File: src/hrp_pkg.sv
package hrp_pkg;

   localparam logic [15:0] ETHERTYPE_IPV4 = 16'h0800;
   localparam logic [7:0]  PROTO_TCP      = 8'd6;

   localparam logic [23:0] METHOD_GET    = "GET";
   localparam logic [31:0] METHOD_POST   = "POST";
   localparam logic [23:0] METHOD_PUT    = "PUT";
   localparam logic [47:0] METHOD_DELETE = "DELETE";
   localparam logic [31:0] METHOD_HEAD   = "HEAD";
   localparam logic [39:0] METHOD_PATCH  = "PATCH";
   localparam logic [31:0] RESPONSE_HTTP = "HTTP";

   typedef enum logic [2:0] {
      STATUS_NOT_TCP   = 3'd0,
      STATUS_FILTERED  = 3'd1,
      STATUS_NOT_HTTP  = 3'd2,
      STATUS_STORED    = 3'd3,
      STATUS_FULL      = 3'd4,
      STATUS_PAIRED    = 3'd5,
      STATUS_UNMATCHED = 3'd6
   } status_type;

   // Packed with the last declared field, ether_type, in the lowest bits.
   typedef struct packed {
      logic [63:0] arrival_time;
      logic [47:0] payload_head;
      logic [31:0] ack_num;
      logic [31:0] seq_num;
      logic [15:0] dst_port;
      logic [15:0] src_port;
      logic [31:0] dst_ip;
      logic [31:0] src_ip;
      logic [7:0]  ip_protocol;
      logic [15:0] ether_type;
   } item_type;

   typedef struct packed {
      logic [63:0] latency;
      logic [31:0] req_ack;
      logic [31:0] req_seq;
      logic [15:0] req_dst_port;
      logic [15:0] req_src_port;
      logic [31:0] req_dst_ip;
      logic [31:0] req_src_ip;
   } result_type;

   typedef struct packed {
      logic        valid;
      logic [31:0] key;
      logic [31:0] src_ip;
      logic [31:0] dst_ip;
      logic [15:0] src_port;
      logic [15:0] dst_port;
      logic [31:0] seq;
      logic [63:0] time_stamp;
   } entry_type;

   localparam int ITEM_BITS   = $bits(item_type);
   localparam int RESULT_BITS = $bits(result_type);
   localparam int STATUS_BITS = $bits(status_type);

   typedef enum logic [2:0] {
      ST_CLEAR,
      ST_IDLE,
      ST_DECIDE,
      ST_SCAN,
      ST_DRAIN,
      ST_FINISH
   } ctrl_state_type;

   typedef struct packed {
      logic load_item;
      logic scan_start;
      logic scan_issue;
      logic clear_step;
      logic finish;
   } ctrl_cmd_type;

   typedef struct packed {
      logic needs_scan;
      logic idx_last;
      logic out_free;
   } dp_status_type;

endpackage

File: src/hrp_ctrl.sv
module hrp_ctrl (
   input  logic                  clock,
   input  logic                  reset,
   input  logic                  in_valid,
   output logic                  in_ready,
   input  hrp_pkg::dp_status_type dp_status,
   output hrp_pkg::ctrl_cmd_type  cmd
);
   import hrp_pkg::*;

   ctrl_state_type state_ff;
   ctrl_state_type state_in;

   always_ff @(posedge clock) begin
      if (reset) begin
         state_ff <= ST_CLEAR;
      end else begin
         state_ff <= state_in;
      end
   end

   always_comb begin
      state_in = state_ff;
      unique case (state_ff)
         ST_CLEAR: begin
            if (dp_status.idx_last) state_in = ST_IDLE;
         end
         ST_IDLE: begin
            if (in_valid) state_in = ST_DECIDE;
         end
         ST_DECIDE: begin
            state_in = dp_status.needs_scan ? ST_SCAN : ST_FINISH;
         end
         ST_SCAN: begin
            if (dp_status.idx_last) state_in = ST_DRAIN;
         end
         ST_DRAIN: begin
            state_in = ST_FINISH;
         end
         ST_FINISH: begin
            if (dp_status.out_free) state_in = ST_IDLE;
         end
         default: begin
            state_in = ST_IDLE;
         end
      endcase
   end

   always_comb begin
      cmd      = '0;
      in_ready = 1'b0;
      unique case (state_ff)
         ST_CLEAR: begin
            cmd.clear_step = 1'b1;
         end
         ST_IDLE: begin
            in_ready      = 1'b1;
            cmd.load_item = in_valid;
         end
         ST_DECIDE: begin
            cmd.scan_start = dp_status.needs_scan;
         end
         ST_SCAN: begin
            cmd.scan_issue = 1'b1;
         end
         ST_DRAIN: begin
         end
         ST_FINISH: begin
            cmd.finish = dp_status.out_free;
         end
         default: begin
         end
      endcase
   end

endmodule

File: config.mk
export PLATFORM = sky130hd
export DESIGN_NAME = hrp_ctrl
export DESIGN_NICKNAME = d
export VERILOG_FILES = /design/src/hrp_pkg.sv /design/src/hrp_ctrl.sv
export SDC_FILE = /design/constraint.sdc
export NUM_CORES = 1
export LEC_CHECK = 0
export ABC_CLOCK_PERIOD_IN_PS = 1870
export BUFFER_PORTS_ARGS = -buffer_cell sky130_fd_sc_hd__buf_2
export CELL_PAD_IN_SITES_DETAIL_PLACEMENT = 2
export CELL_PAD_IN_SITES_GLOBAL_PLACEMENT = 2
export CORE_AREA = 10 10 47 49
export CTS_BUF_LIST = sky130_fd_sc_hd__clkbuf_8
export CTS_CLUSTER_DIAMETER = 200
export CTS_CLUSTER_SIZE = 30
export DETAILED_ROUTE_END_ITERATION = 10
export DIE_AREA = 0 0 57 59
export PLACE_DENSITY_LB_ADDON = 0.1
export REMOVE_ABC_BUFFERS = 1
export SYNTH_ARGS = -nofsm -noshare
export SYNTH_HDL_FRONTEND = slang
export SYNTH_SLANG_ARGS = --single-unit
File: constraint.sdc
create_clock -name clock -period 1.87 [get_ports clock]
set_clock_uncertainty 0.05 [all_clocks]
set_input_delay 0.187 -clock clock [delete_from_list [all_inputs] [get_ports clock]]
set_output_delay 0.187 -clock clock [all_outputs]
set_load 0.01 [all_outputs]
==> reports/results.ini, run 1 <==
[global_routing]
grt_overflow=0
grt_use_met2_pct=8.217
grt_pass1_vias=307
grt_pass1_wl_um=1338
grt_max_degree=14
antenna_found_initial=0
grt_use_met1_pct=5.431
grtUsageMet3_pct=1.502
grt_util_all_layers_pct=5.088
grt-busiest-layer=met2

[placement]
pre_cts_ws_ps=567.0
io_buffers=11
dpl.hpwl_um=611.5
place_congestion=0.7009
dpl_cell_area_um2=296.5

[pwr]
power_switching_uw=96.15
p_seq_share_pct=26.5
sw_frac_of_total_pct=28.13
powerDensity_mw_per_mm2=1001
clockPowerShare_pct=55.7
p_leak_uw=0.0001473
vdd.ir_drop.worst_v=0.0002989
pwr-share-comb_pct=17.8
internal_power_uw=245.6

[clock_network]
cts.htree.levels=1
clk_pin_slew_ps=30
cts_root_buf=clkbuf_8
cts_sinks=3
clkLatencyLatePin_ps=220
cts_tree=done
ctsLongestPathBuffers=2
cts_setup_buffers=0
cts_buffers=3
hold_buffers=0
cts-resized-gates=0

[synthesis]
ys_seq_area_share_pct=24.74
syn_inst=27
ys_ff_latch=3
synthDistinctLibCells=19
synth_area_um2=242.7
yosys_warnings=0
avgSynthCellArea_um2=8.990

[timing]
finalCriticalPeriod_ps=1490
worst_pin_slew_ps=353.3
rsz0062_at_grt=false
hold_viol=0
max-slew-margin-rel_pct=76.42
period_share_pct=79.67
finalSetupViolCount=0
drv_slew=0
fmax_mhz=671.2
setup_tns_ps=0
timing.hold.ws_ps=115.4
fin_ws_ps=380.1

[detailed_routing]
postRouteAntennaNets=0
vias_per_cell=4.636
drt_iter0_drc=1
wl_um=792
wl_per_cell_um=14.40
firstDrtPassIters=2
drcViolationCount=0
vias=255

[cells_and_area]
n_antenna_cell=0
drive_gt1_share_pct=46.15
final_util_pct=24.38
layout.nets=46
largest_reg_flops=3
area_delta_synth_final_pct=40.72
top_register=state_ff
reg.largest.list=state_ff: 3 flops
final_area_um2=341.6

[floorplan]
num_rows=14
dieArea_mm2=0.003363
die_w_um=57
design.core.area_mm2=0.001401
ioPinCount=12
die_y_um=59
initial_core_util_pct=17.32

[critical_path]
r2r-start=state_ff[1]$_SDFFE_PP0P_
r2r_end=state_ff[2]$_SDFFE_PP0P_
slowest_delay_ps=490
critical_path_depth=3
path_class=flip-flop to output port
rr_worst_depth=2
crit_slowest_cell=dfxtp_1
cp-startpoint=state_ff[0]$_SDFFE_PP0P_
path_buf_inv=1
setup.worst_path.end=cmd[4]
arrival_ps=1250
startpoint_type=flip-flop
rrSetupSlack_ps=580
worstPathMaxFanout=12
crit_chain=nor3b_1 > and2_1 > buf_2
crit_path_end_kind=output port
cp.required_ps=1630
crit_family=flip-flops

[status]
status=completed

[hold_path]
hp-class=primary input to flip-flop

[run]
drv_cap=0

metal layers:
metal  part of all wire, %  vias up
li1                      -      124
met1                    39      119
met2                    52       10
met3                   6.3        2
met4                   2.1        0
met5                     0        -
power by group through the flow:
| stage | Clock, uW | Combinational (uW) | Sequential (uW) |
|---|---|---|---|
| 5_1_grt | 202 | 68.5 | 95.6 |
| 4_1_cts | 196 | 63.1 | 91.3 |
| 2_1_floorplan | 0 | 37.8 | 85.7 |
| 3_5_place_dp | 0 | 62.9 | 92.5 |
| 3_3_place_gp | 0 | 61.6 | 91.8 |
| 6_report | 190 | 60.8 | 90.5 |
cell families (layout without fill, tap and decap cells):
family          count (synthesis)  in the layout  share of synthesized area (%)
compound gates                  4              4                          15.98
buf+inv                         4             16                          10.31
flops                           3              3                          24.74
simple gates                   16             16                          48.98
cell usage in the layout (no fill, tap or decap):
cell | Yosys | routed
a21oi_1 | 1 | 1
a311oi_1 | 1 | 1
a41oi_1 | 1 | 1
a41oi_2 | 1 | 1
and2_1 | 1 | 1
and3_1 | 1 | 1
and4b_2 | 1 | 1
buf_2 | 2 | 11
clkbuf_8 | 0 | 3
dfxtp_1 | 3 | 3
inv_1 | 1 | 2
nand2_1 | 1 | 1
nand2b_1 | 3 | 3
nand4b_1 | 1 | 1
nor3_1 | 2 | 2
nor3b_1 | 1 | 1
or2_2 | 1 | 1
or3b_1 | 3 | 3
or4b_4 | 1 | 1
per-stage QoR:
| stage | instances | total power (uW) |
|---|---|---|
| 3_3_place_gp | 51 | 153.4 |
| 3_5_place_dp | 51 | 155.4 |
| 4_1_cts | 55 | 350.1 |
| 2_1_floorplan | 24 | 123.5 |
| 6_report | 55 | 341.8 |
| 5_1_grt | 55 | 366.4 |
synth_stat cells (all sizes together):
master  number  share of area (%)
and3         1                2.6
or4b         1                5.7
or2          1                2.6
nor3         2                4.1
or3b         3                 11
and4b        1                4.6
a41oi        2                 10
buf          3                8.8
a21oi        1                2.1
a311oi       1                3.6
nor3b        1                3.1
and2         1                2.6
inv          1                1.5
nand2        1                1.5
dfxtp        3                 25
nand4b       1                3.6
nand2b       3                7.7
cell type report:
cell class	instances	area (um^2)
Fill cell	184	1060
Clock inverter	1	3.754
Clock buffer	3	41.29
Inverter	1	3.754
Sequential cell	3	60.06
Tap cell	16	20.02
Multi-Input combinational cell	20	157.7
Timing Repair Buffer	11	55.05
how the worst min path moves through the flow:
stage	slack, ps	cells past startpoint	from	endpoint
2_1_floorplan	200	1	reset	state_ff[2]$_SDFFE_PP0P_
3_3_place_gp	340	2	reset	state_ff[2]$_SDFFE_PP0P_
3_5_place_dp	350	2	reset	state_ff[2]$_SDFFE_PP0P_
4_1_cts	120	2	reset	state_ff[2]$_SDFFE_PP0P_
5_1_grt	120	2	reset	state_ff[2]$_SDFFE_PP0P_
6_report	120	2	reset	state_ff[2]$_SDFFE_PP0P_
(Power assumes the default switching activity.)
==> run 2: changes to the inputs <==
- ABC_CLOCK_PERIOD_IN_PS: 1870 -> 1400
- clock period: 1.87 -> 1.4 ns (I/O delays scaled with it)
==> reports/results.ini, run 2 (synthesized netlist as in run 1, its figures left out) <==
[placement]
io_buffers=11
pre_cts_ws_ps=116.6
place_congestion=0.6955

[cells_and_area]
n_antenna_cell=0
area_delta_synth_final_pct=45.36
layout.nets=46
n_fill_cell=178
final_cell_mix=11 x buf_2, 3 x nand2b_1, 3 x or3b_1, 3 x clkbuf_8
layout.cells.most_common=buf_2
reg.largest.list=state_ff: 3 flops
drive_gt1_share_pct=56.41
top_register=state_ff
largest_reg_flops=3

[timing]
rsz0062_at_grt=false
fin_ws_ps=148.5
worst_pin_slew_ps=214.4
setup_tns_ps=0
period_share_pct=89.39
fmax_mhz=799.1
max-slew-margin-rel_pct=85.61
finalSetupViolCount=0
finalCriticalPeriod_ps=1251
hold_viol=0
drv_slew=0

[critical_path]
cp.required_ps=1210
arrival_ps=1060
r2r-start=state_ff[1]$_SDFFE_PP0P_
r2r_end=state_ff[2]$_SDFFE_PP0P_
crit_path_end_kind=output port
worstPathMaxFanout=12
startpoint_type=flip-flop
rrSetupSlack_ps=210
path_class=flip-flop to output port
rr_worst_depth=2

[detailed_routing]
vias_per_cell=4.709
wl_per_cell_um=15.38
wl_um=846
vias=259
postRouteAntennaNets=0
firstDrtPassIters=2
drt_iter0_drc=2
drcViolationCount=0

[global_routing]
grt_pass1_wl_um=1331
grt_pass1_vias=316
grt_util_all_layers_pct=5.218
grt_overflow=0
antenna_found_initial=0
grt_max_degree=14

[clock_network]
cts_root_buf=clkbuf_8
clkLatencyLatePin_ps=220
cts_sinks=3
cts.htree.levels=1
cts_buffers=3
ctsLongestPathBuffers=2
cts_tree=done
clk_pin_slew_ps=30

[status]
status=completed

[floorplan]
die_y_um=59
ioPinCount=12
die_w_um=57
initial_core_util_pct=17.32
design.core.area_mm2=0.001401
num_rows=14
dieArea_mm2=0.003363

[run]
drv_cap=0

[hold_path]
min_from=reset
min_to=state_ff[2]$_SDFFE_PP0P_
worstHoldPathCells=2
hp-class=primary input to flip-flop

[pwr]
power.total_uw=455.4
p_leak_uw=0.0001523
powerDensity_mw_per_mm2=1291
vdd.ir_drop.worst_v=0.0005049

[run 2: area by class of cell]
cell class,count,area (um^2),area share (%)
Clock buffer,3,41.29,11.70
Clock inverter,1,3.754,1.064
Inverter,1,3.754,1.064
Multi-Input combinational cell,20,162.7,46.10
Sequential cell,3,66.31,18.79
Tap cell,16,20.02,5.674
Timing Repair Buffer,11,55.05,15.60
[run 2: stage by stage]
stage                     hold WS (ps)  instance area [um^2]  instances  utilization [%]
after floorplan                  153.3                 221.5         24                -
after global placement           287.6                 296.5         51            21.16
after detailed placement         299.5                 296.5         51            21.16
after CTS                        82.06                 342.8         55            24.46
after global routing             67.45                 352.8         55            25.18
final                            73.07                 352.8         55            25.18
[run 2: worst max path at each step]
stage / from / endpoint / slack (ps) / cells past startpoint
after floorplan: state_ff[0]$_SDFFE_PP0P_ / cmd[4] / 150 / 2
after global placement: state_ff[1]$_SDFFE_PP0P_ / state_ff[2]$_SDFFE_PP0P_ / 150 / 2
after detailed placement: state_ff[1]$_SDFFE_PP0P_ / state_ff[2]$_SDFFE_PP0P_ / 120 / 2
after CTS: state_ff[0]$_SDFFE_PP0P_ / cmd[4] / 10 / 3
after global routing: state_ff[0]$_SDFFE_PP0P_ / cmd[4] / 50 / 3
final: state_ff[0]$_SDFFE_PP0P_ / cmd[4] / 150 / 3
[run 2: power by group]
part,leakage (uW),internal (uW),switching [uW]
clock,0.0000269,187,57.9
combinational,0.0000993,46.0,38.8
sequential,0.0000261,98.6,27.4
total,0.000152,331,124
[run 2: repair_timing]
| item | 4_1_cts | 5_1_grt |
|---|---|---|
| setup buffers | 0 | 0 |
| setup endpoints to repair | 2 | 3 |
| gates resized for setup | 1 | 4 |
| hold buffers | 0 | 0 |
[run 2: per-layer routing]
layer,GRT usage [%],routed length (um),share of wire [%]
met1,4.486,323,38
met2,9.147,474,56
met5,0,0,0
met3,3.219,48,5.7
met4,3.020,0,0
[run 2: worst max-delay path: stages, from the launching register on]
cell and delay (ps):
dfxtp_4 390, nor3b_2 190, and2_1 140, buf_2 120
